### src/sv/fcla_pkg.sv
// ----------------------------------------------------------------------------
// fcla_pkg : shared types and constants of the free-list chunk allocator
// Sizes of the pool, link codes, request opcodes and the link store request.
// ----------------------------------------------------------------------------
package fcla_pkg;

   // Pool geometry: an index is 8 bits, a link carries one extra bit for none
   localparam int PoolChunks = 256;
   localparam int PoolUsed   = (PoolChunks > 256) ? 256 : ((PoolChunks < 1) ? 1 : PoolChunks);
   localparam int IdxWidth   = 8;
   localparam int LinkWidth  = 9;
   localparam logic [LinkWidth-1:0] LinkNone = 9'd256;
   localparam logic [LinkWidth-1:0] PoolUsedCode = LinkWidth'(PoolUsed);

   // Chunk size register
   localparam int ChunkWidth  = 13;
   localparam int OffsetWidth = 20;
   localparam logic [ChunkWidth-1:0] ChunkReset = 13'd8;
   localparam logic [ChunkWidth-1:0] ChunkMin   = 13'd8;
   localparam logic [ChunkWidth-1:0] ChunkMax   = 13'd4096;

   // Register file
   localparam int CsrAddrWidth = 3;
   localparam int CsrDataWidth = 32;
   localparam logic RegChunkBytes = 1'b0;

   // Request opcodes
   typedef enum logic {
      OpAlloc   = 1'b0,
      OpRelease = 1'b1
   } op_type;

   // Request from the list control to the link store
   typedef struct packed {
      logic                 wr_en;
      logic [IdxWidth-1:0]  wr_addr;
      logic [LinkWidth-1:0] wr_data;
      logic                 rd_en;
      logic [IdxWidth-1:0]  rd_addr;
   } link_req_type;

   // Link of an entry that has not been written since reset
   function automatic logic [LinkWidth-1:0] reset_link(input logic [IdxWidth-1:0] a);
      logic [LinkWidth:0] nx;
      nx = {2'b00, a} + 10'd1;
      if (nx < {1'b0, PoolUsedCode}) begin
         return nx[LinkWidth-1:0];
      end
      return LinkNone;
   endfunction

endpackage

### src/sv/fcla_csr.sv
// ----------------------------------------------------------------------------
// fcla_csr : APB-style register port of the allocator
// Holds chunk_bytes and supplies the clamped chunk size to the datapath.
// ----------------------------------------------------------------------------
module fcla_csr (
   input  logic                               clock,
   input  logic                               reset,
   input  logic                               psel,
   input  logic                               penable,
   input  logic                               pwrite,
   input  logic [fcla_pkg::CsrAddrWidth-1:0]  paddr,
   input  logic [fcla_pkg::CsrDataWidth-1:0]  pwdata,
   output logic [fcla_pkg::CsrDataWidth-1:0]  prdata,
   output logic                               pready,
   output logic [fcla_pkg::ChunkWidth-1:0]    chunk_eff
);
   import fcla_pkg::*;

   logic [ChunkWidth-1:0] chunk_ff;
   logic [ChunkWidth-1:0] chunk_in;
   logic                  wr_hit;

   assign pready = 1'b1;

   // Write at the access cycle of a transaction to register 0
   assign wr_hit   = psel && penable && pwrite && pready && (paddr[2] == RegChunkBytes);
   assign chunk_in = wr_hit ? pwdata[ChunkWidth-1:0] : chunk_ff;

   always_ff @(posedge clock) begin
      if (reset) begin
         chunk_ff <= ChunkReset;
      end else begin
         chunk_ff <= chunk_in;
      end
   end

   // Read back: register 0 only, zero elsewhere
   assign prdata = (paddr[2] == RegChunkBytes) ?
                   {{(CsrDataWidth-ChunkWidth){1'b0}}, chunk_ff} : '0;

   // Clamp to the supported chunk range
   always_comb begin
      if (chunk_ff < ChunkMin) begin
         chunk_eff = ChunkMin;
      end else if (chunk_ff > ChunkMax) begin
         chunk_eff = ChunkMax;
      end else begin
         chunk_eff = chunk_ff;
      end
   end

endmodule

### src/sv/fcla_link_store.sv
// ----------------------------------------------------------------------------
// fcla_link_store : successor links of the free chunks
// One write and one registered read per cycle; valid bits give the
// power-up chain without a clearing pass.
// ----------------------------------------------------------------------------
module fcla_link_store (
   input  logic                             clock,
   input  logic                             reset,
   input  fcla_pkg::link_req_type           req,
   output logic [fcla_pkg::LinkWidth-1:0]   rd_data
);
   import fcla_pkg::*;

   localparam int Depth = 1 << IdxWidth;

   logic [LinkWidth-1:0] mem [Depth];
   logic [Depth-1:0]     valid_ff;
   logic [LinkWidth-1:0] rd_ff;

   // Link array write
   always_ff @(posedge clock) begin
      if (req.wr_en) begin
         mem[req.wr_addr] <= req.wr_data;
      end
   end

   // Written marks, cleared by reset
   always_ff @(posedge clock) begin
      if (reset) begin
         valid_ff <= '0;
      end else if (req.wr_en) begin
         valid_ff[req.wr_addr] <= 1'b1;
      end
   end

   // Registered read; unwritten entries give the power-up chain
   always_ff @(posedge clock) begin
      if (req.rd_en) begin
         rd_ff <= valid_ff[req.rd_addr] ? mem[req.rd_addr] : reset_link(req.rd_addr);
      end
   end

   assign rd_data = rd_ff;

endmodule

### src/sv/free_list_chunk_allocator.sv
// ----------------------------------------------------------------------------
// free_list_chunk_allocator : LIFO free list over a pool of equal chunks
// Pops a chunk on allocate, pushes it back on release.
// ----------------------------------------------------------------------------
// Usage
//   Request: drive req_op and req_chunk_index with start high; the request
//   is taken at any edge where start is high and busy is low. busy stays low,
//   so a request may be issued every cycle.
//   Result: rsp_strobe is high for one cycle, in the cycle after the request,
//   with rsp_granted, rsp_given_index and rsp_byte_offset. Results come in
//   request order and must be taken at once; the receiver cannot stall.
//   Throughput is one request per cycle. The head and the head's successor
//   are held in registers; the new head's successor after a pop comes from the
//   link store's registered read port in the cycle after the pop.
//   Configuration: chunk_bytes at byte address 0 over the APB-style port; the user
//   must write it only while no request is in flight, the block does not check.
//   Reset: head is chunk 0 and each chunk but the last links to the next; this is
//   immediate (valid bits on the link store, no clearing pass), and
//   chunk_bytes returns to 8.
// ----------------------------------------------------------------------------
module free_list_chunk_allocator (
   input  logic                                clock,
   input  logic                                reset,
   // request channel
   input  logic                                start,
   output logic                                busy,
   input  logic                                req_op,
   input  logic [fcla_pkg::IdxWidth-1:0]       req_chunk_index,
   // result channel
   output logic                                rsp_strobe,
   output logic                                rsp_granted,
   output logic [fcla_pkg::IdxWidth-1:0]       rsp_given_index,
   output logic [fcla_pkg::OffsetWidth-1:0]    rsp_byte_offset,
   // register port
   input  logic                                psel,
   input  logic                                penable,
   input  logic                                pwrite,
   input  logic [fcla_pkg::CsrAddrWidth-1:0]   paddr,
   input  logic [fcla_pkg::CsrDataWidth-1:0]   pwdata,
   output logic [fcla_pkg::CsrDataWidth-1:0]   prdata,
   output logic                                pready
);
   import fcla_pkg::*;

   logic [ChunkWidth-1:0]           chunk_eff;
   link_req_type                    link_req;
   logic [LinkWidth-1:0]            rd_data;

   logic [LinkWidth-1:0]            head_ff, head_in;
   logic [LinkWidth-1:0]            hnext_ff, hnext_in;
   logic                            sel_rd_ff, sel_rd_in;
   logic [LinkWidth-1:0]            hnext_eff;

   logic                            accept, do_alloc, do_rel;
   logic [IdxWidth+ChunkWidth-1:0]  product;

   logic                            strobe_ff, strobe_in;
   logic                            granted_ff, granted_in;
   logic [IdxWidth-1:0]             index_ff, index_in;
   logic [OffsetWidth-1:0]          offset_ff, offset_in;

   fcla_csr u_csr (
      .clock     (clock),
      .reset     (reset),
      .psel      (psel),
      .penable   (penable),
      .pwrite    (pwrite),
      .paddr     (paddr),
      .pwdata    (pwdata),
      .prdata    (prdata),
      .pready    (pready),
      .chunk_eff (chunk_eff)
   );

   fcla_link_store u_links (
      .clock   (clock),
      .reset   (reset),
      .req     (link_req),
      .rd_data (rd_data)
   );

   assign busy = 1'b0;

   // Request decode
   assign accept   = start && !busy;
   assign do_alloc = accept && (req_op == OpAlloc) && (head_ff < PoolUsedCode);
   assign do_rel   = accept && (req_op == OpRelease) &&
                     ({1'b0, req_chunk_index} < PoolUsedCode);

   // Successor of the head: fresh read after a pop, else held copy
   assign hnext_eff = sel_rd_ff ? rd_data : hnext_ff;

   // Head update
   always_comb begin
      head_in   = head_ff;
      hnext_in  = hnext_ff;
      sel_rd_in = sel_rd_ff;
      if (do_alloc) begin
         head_in   = hnext_eff;
         sel_rd_in = 1'b1;
      end else if (do_rel) begin
         head_in   = {1'b0, req_chunk_index};
         hnext_in  = head_ff;
         sel_rd_in = 1'b0;
      end
   end

   // Link store access: push writes the old head, pop prefetches the next link
   always_comb begin
      link_req.wr_en   = do_rel;
      link_req.wr_addr = req_chunk_index;
      link_req.wr_data = head_ff;
      link_req.rd_en   = do_alloc;
      link_req.rd_addr = hnext_eff[IdxWidth-1:0];
   end

   // Result values
   assign product    = head_ff[IdxWidth-1:0] * chunk_eff;
   assign strobe_in  = accept;
   assign granted_in = do_alloc || do_rel;
   assign index_in   = do_alloc ? head_ff[IdxWidth-1:0] : '0;
   assign offset_in  = do_alloc ? product[OffsetWidth-1:0] : '0;

   always_ff @(posedge clock) begin
      if (reset) begin
         head_ff    <= '0;
         hnext_ff   <= reset_link('0);
         sel_rd_ff  <= 1'b0;
         strobe_ff  <= 1'b0;
      end else begin
         head_ff    <= head_in;
         hnext_ff   <= hnext_in;
         sel_rd_ff  <= sel_rd_in;
         strobe_ff  <= strobe_in;
      end
   end

   // Result payload, no reset
   always_ff @(posedge clock) begin
      granted_ff <= granted_in;
      index_ff   <= index_in;
      offset_ff  <= offset_in;
   end

   assign rsp_strobe      = strobe_ff;
   assign rsp_granted     = granted_ff;
   assign rsp_given_index = index_ff;
   assign rsp_byte_offset = offset_ff;

endmodule

### config.mk
export PLATFORM = sky130hd
export DESIGN_NAME = free_list_chunk_allocator
export DESIGN_NICKNAME = d
export VERILOG_FILES = /design/src/sv/fcla_pkg.sv /design/src/sv/fcla_csr.sv /design/src/sv/fcla_link_store.sv /design/src/sv/free_list_chunk_allocator.sv
export SDC_FILE = /design/constraint.sdc
export NUM_CORES = 2
export LEC_CHECK = 0
export BUFFER_PORTS_ARGS = -buffer_cell sky130_fd_sc_hd__buf_2
export CORE_ASPECT_RATIO = 0.5
export CORE_MARGIN = 10
export CORE_UTILIZATION = 55
export DETAILED_ROUTE_END_ITERATION = 10
export PLACE_DENSITY = 0.71
export SLEW_MARGIN = 20
export SYNTH_ARGS = -nofsm -noshare
export SYNTH_HDL_FRONTEND = slang
export SYNTH_SLANG_ARGS = --single-unit
export TNS_END_PERCENT = 5
### constraint.sdc
create_clock -name clock -period 16.5 [get_ports clock]
set_clock_uncertainty 0.05 [all_clocks]
set_input_delay 0.825 -clock clock [delete_from_list [all_inputs] [get_ports clock]]
set_output_delay 0.825 -clock clock [all_outputs]
set_load 0.02 [all_outputs]
==> impl_metrics.json <==
{
  "ys_ff_latch": 2631,
  "synthArstFlopShare": 0,
  "ys.flop_type": "edfxtp_1",
  "synth_area_leaders": "edfxtp_1 (65%), nand2_1 (6.4%), dfxtp_1 (6.0%)",
  "syn-instance-count": 8177,
  "drive_above_1_share": 0.102,
  "dpl.hpwl_mm": 173,
  "setup_viol": 0,
  "rsz0062_at_grt": "no",
  "critPathRequiredTime_ns": 17.07,
  "cpMostUsedCell": "buf_4",
  "critical_path_arrival_ns": 8.32,
  "routabilityCongestion": 0.924,
  "hold_path_class": "input port to register",
  "max_freq_ghz": 0.129,
  "fillers": 14500,
  "tns_ns": 0,
  "crit_slowest_cell": "dfxtp_2",
  "drc": 0,
  "synthSimpleGateAreaFrac": 0.145,
  "postCtsSetupRepairBufs": 0,
  "slew_headroom": 0.114,
  "cts_num_sinks": 2631,
  "vias": 68900,
  "numPortBuffers": 71,
  "final_common_cell": "edfxtp_1",
  "tritoncts": "built",
  "mostFrequentLayoutCells": "edfxtp_1 (2313), nand2_1 (1804), nand3_1 (843)",
  "yosys.area.top_type": "edfxtp_1",
  "finalNonFillerCells": 10900,
  "firstDrtPassIters": 8,
  "fp.dieH_um": 331,
  "endpoint_kind": "register",
  "crit_family": "buffers and inverters",
  "hold-worst-slack_ns": 0.124,
  "cpPeakStageDelay_ns": 0.93,
  "synth_top_area_frac": 0.652,
  "clkLatencyLatePin_ns": 0.89,
  "path_class": "register to register",
  "antenna_found_initial": 15,
  "root_buffer": "clkbuf_16",
  "cts_resized": 0,
  "p_leak_nw": 39.5,
  "grt_pass1_wl_mm": 432,
  "ioPinCount": 114,
  "cts_buffer_depth": 4,
  "die_x_um": 642,
  "power_density_nw_per_um2": 117,
  "hold_buffers": 0,
  "wire_per_inst_um": 27.4,
  "grt-ovfl-total": 0,
  "cap_violations": 0,
  "worstMarginPinSlew_ns": 1.29,
  "seq_area_frac_synth": 0.712,
  "rows": 114,
  "cp_cell_sequence": "mux2i_4 > buf_12 > buf_4 > buf_4 > buf_4 > buf_4 > nand2_1 > nand3_1 > a21oi_1 > nor4_1 > nor3_1 > nor4b_1 > o32ai_2 > mux2_2",
  "initial_core_util": 0.552,
  "hold_viol_final": 0,
  "period_share": 0.470,
  "synthDistinctLibCells": 77,
  "dp_cells": 10500,
  "synth_area_sq_um": 106000,
  "worstSetupStartpointType": "register",
  "yosysWarnings": 0,
  "cts_buffers": 227,
  "grt_use_total": 0.272,
  "drtIter0Drc": 11200,
  "r2r_slack_ns": 8.75,
  "drv_slew": 0,
  "synth_top_family_by_area": "simple AND/OR/NAND/NOR gates",
  "vias_per_cell": 6.31,
  "synth_compound_area_frac": 0.0522,
  "fin_crit_ns": 7.75,
  "grt_pass1_vias": 64500,
  "routed_wl_mm": 299,
  "final_core_util": 0.605,
  "syn_avg_cell_area_sq_um": 13.0,
  "path_clk_slew_ns": 0.07,
  "vdd_ir_drop_max_uv": 87.6,
  "cts_max_level": 4,
  "area_growth_syn_to_layout_pct": 9.56,
  "synth_mux_area_frac": 0.0460,
  "core_area_sq_um": 193000,
  "ant_nets": 0,
  "cp.buffers_inverters": 5,
  "fin_nets": 8273,
  "finalPower_mw": 13.6,
  "synthXorXnorAreaFrac": 0.00140,
  "path_max_fanout": 136,
  "die_area_sq_um": 213000,
  "synth_fa_ha_area_frac": 0.0169,
  "synth_enable_flop_cells": 2313,
  "grt_max_degree": 195,
  "status": "completed"
}
==> kinds of logic (layout without fill, tap and decap cells) <==
family          Yosys count  in the layout
mux                     276            276
flops                  2631           2631
xor+xnor                 17             17
buf+inv                 622            730
simple gates           3675           3675
fa+ha+maj               105            105
other cells               2             33
compound gates          849            849
==> final timing paths <==
path / start / endpoint / cells after the start
max: sel_rd_ff$_SDFFE_PP0P_ / u_links.rd_data[0]$_DFFE_PP_ / 14
min: pwdata[3] / u_csr.chunk_ff[3]$_SDFFE_PP1P_ / 2
max reg2reg: sel_rd_ff$_SDFFE_PP0P_ / u_links.rd_data[0]$_DFFE_PP_ / 14
min reg2reg: hnext_ff[8]$_SDFFE_PP0P_ / hnext_ff[8]$_SDFFE_PP0P_ / 2
==> synth_stat cells, types with 10 or more instances <==
cell type / count
a211oi_1: 12
mux2i_1: 98
buf_2: 193
a22o_1: 26
nor4_1: 10
o21ai_0: 85
nor3_1: 15
o21ba_2: 30
clkbuf_1: 224
a21oi_1: 338
o311ai_0: 27
mux4_2: 169
and2_1: 59
dfxtp_1: 318
nor2_1: 798
a32oi_1: 24
o21ai_1: 19
a2111oi_0: 51
nand2_1: 1810
ha_1: 40
buf_6: 10
and3_1: 66
a311oi_1: 28
edfxtp_1: 2313
fa_1: 65
a22oi_1: 51
xnor2_1: 12
nand3_1: 851
buf_4: 50
a31oi_1: 41
a221oi_1: 10
o221ai_1: 13
o22ai_1: 31
a32o_1: 10
nor2b_1: 31
inv_1: 88
nand4_1: 12
buf_1: 54
==> per-stage QoR <==
step           cell area (sq um)  setup slack, ns
4_1_cts                   117000             8.95
5_1_grt                   117000             8.49
6_report                  117000             8.75
3_5_place_dp              109000             8.99
3_3_place_gp              109000             9.04
2_1_floorplan             107000             8.34
==> routing by layer <==
layer | vias up | GRT usage | wire (um)
met5 | - | 0 | 0
met1 | 34200 | 0.379 | 114000
li1 | 29500 | - | -
met2 | 4506 | 0.410 | 132000
met3 | 669 | 0.0789 | 41000
met4 | 0 | 0.0988 | 11700
==> registers in the layout, indices dropped and copies added (netlist names) <==
register and cells:
head_ff 9, hnext_ff 9, rsp_byte_offset 20, rsp_given_index 8, rsp_granted 1, rsp_strobe 1, sel_rd_ff 1, u_csr.chunk_ff 13
u_links.mem 2304, u_links.rd_data 9, u_links.valid_ff 256
==> power breakdown <==
part | internal [mW] | switching [mW]
Combinational | 0.284 | 0.765
Sequential | 7.24 | 0.0290
Clock | 2.91 | 2.38
==> area by class of cell <==
type                       instances  area [sq um]  share of cell area
sequential                      2631         75900               0.650
multi-input combinational       4943         28200               0.242
clock buffer                     330          6520              0.0559
tap                             2610          3270              0.0280
timing repair buffer             224          1680              0.0144
clock inverter                    85           748             0.00641
inverter                          91           365             0.00313
antenna                           12          30.0            0.000257
Note: power is estimated with default switching activity, not from simulation.
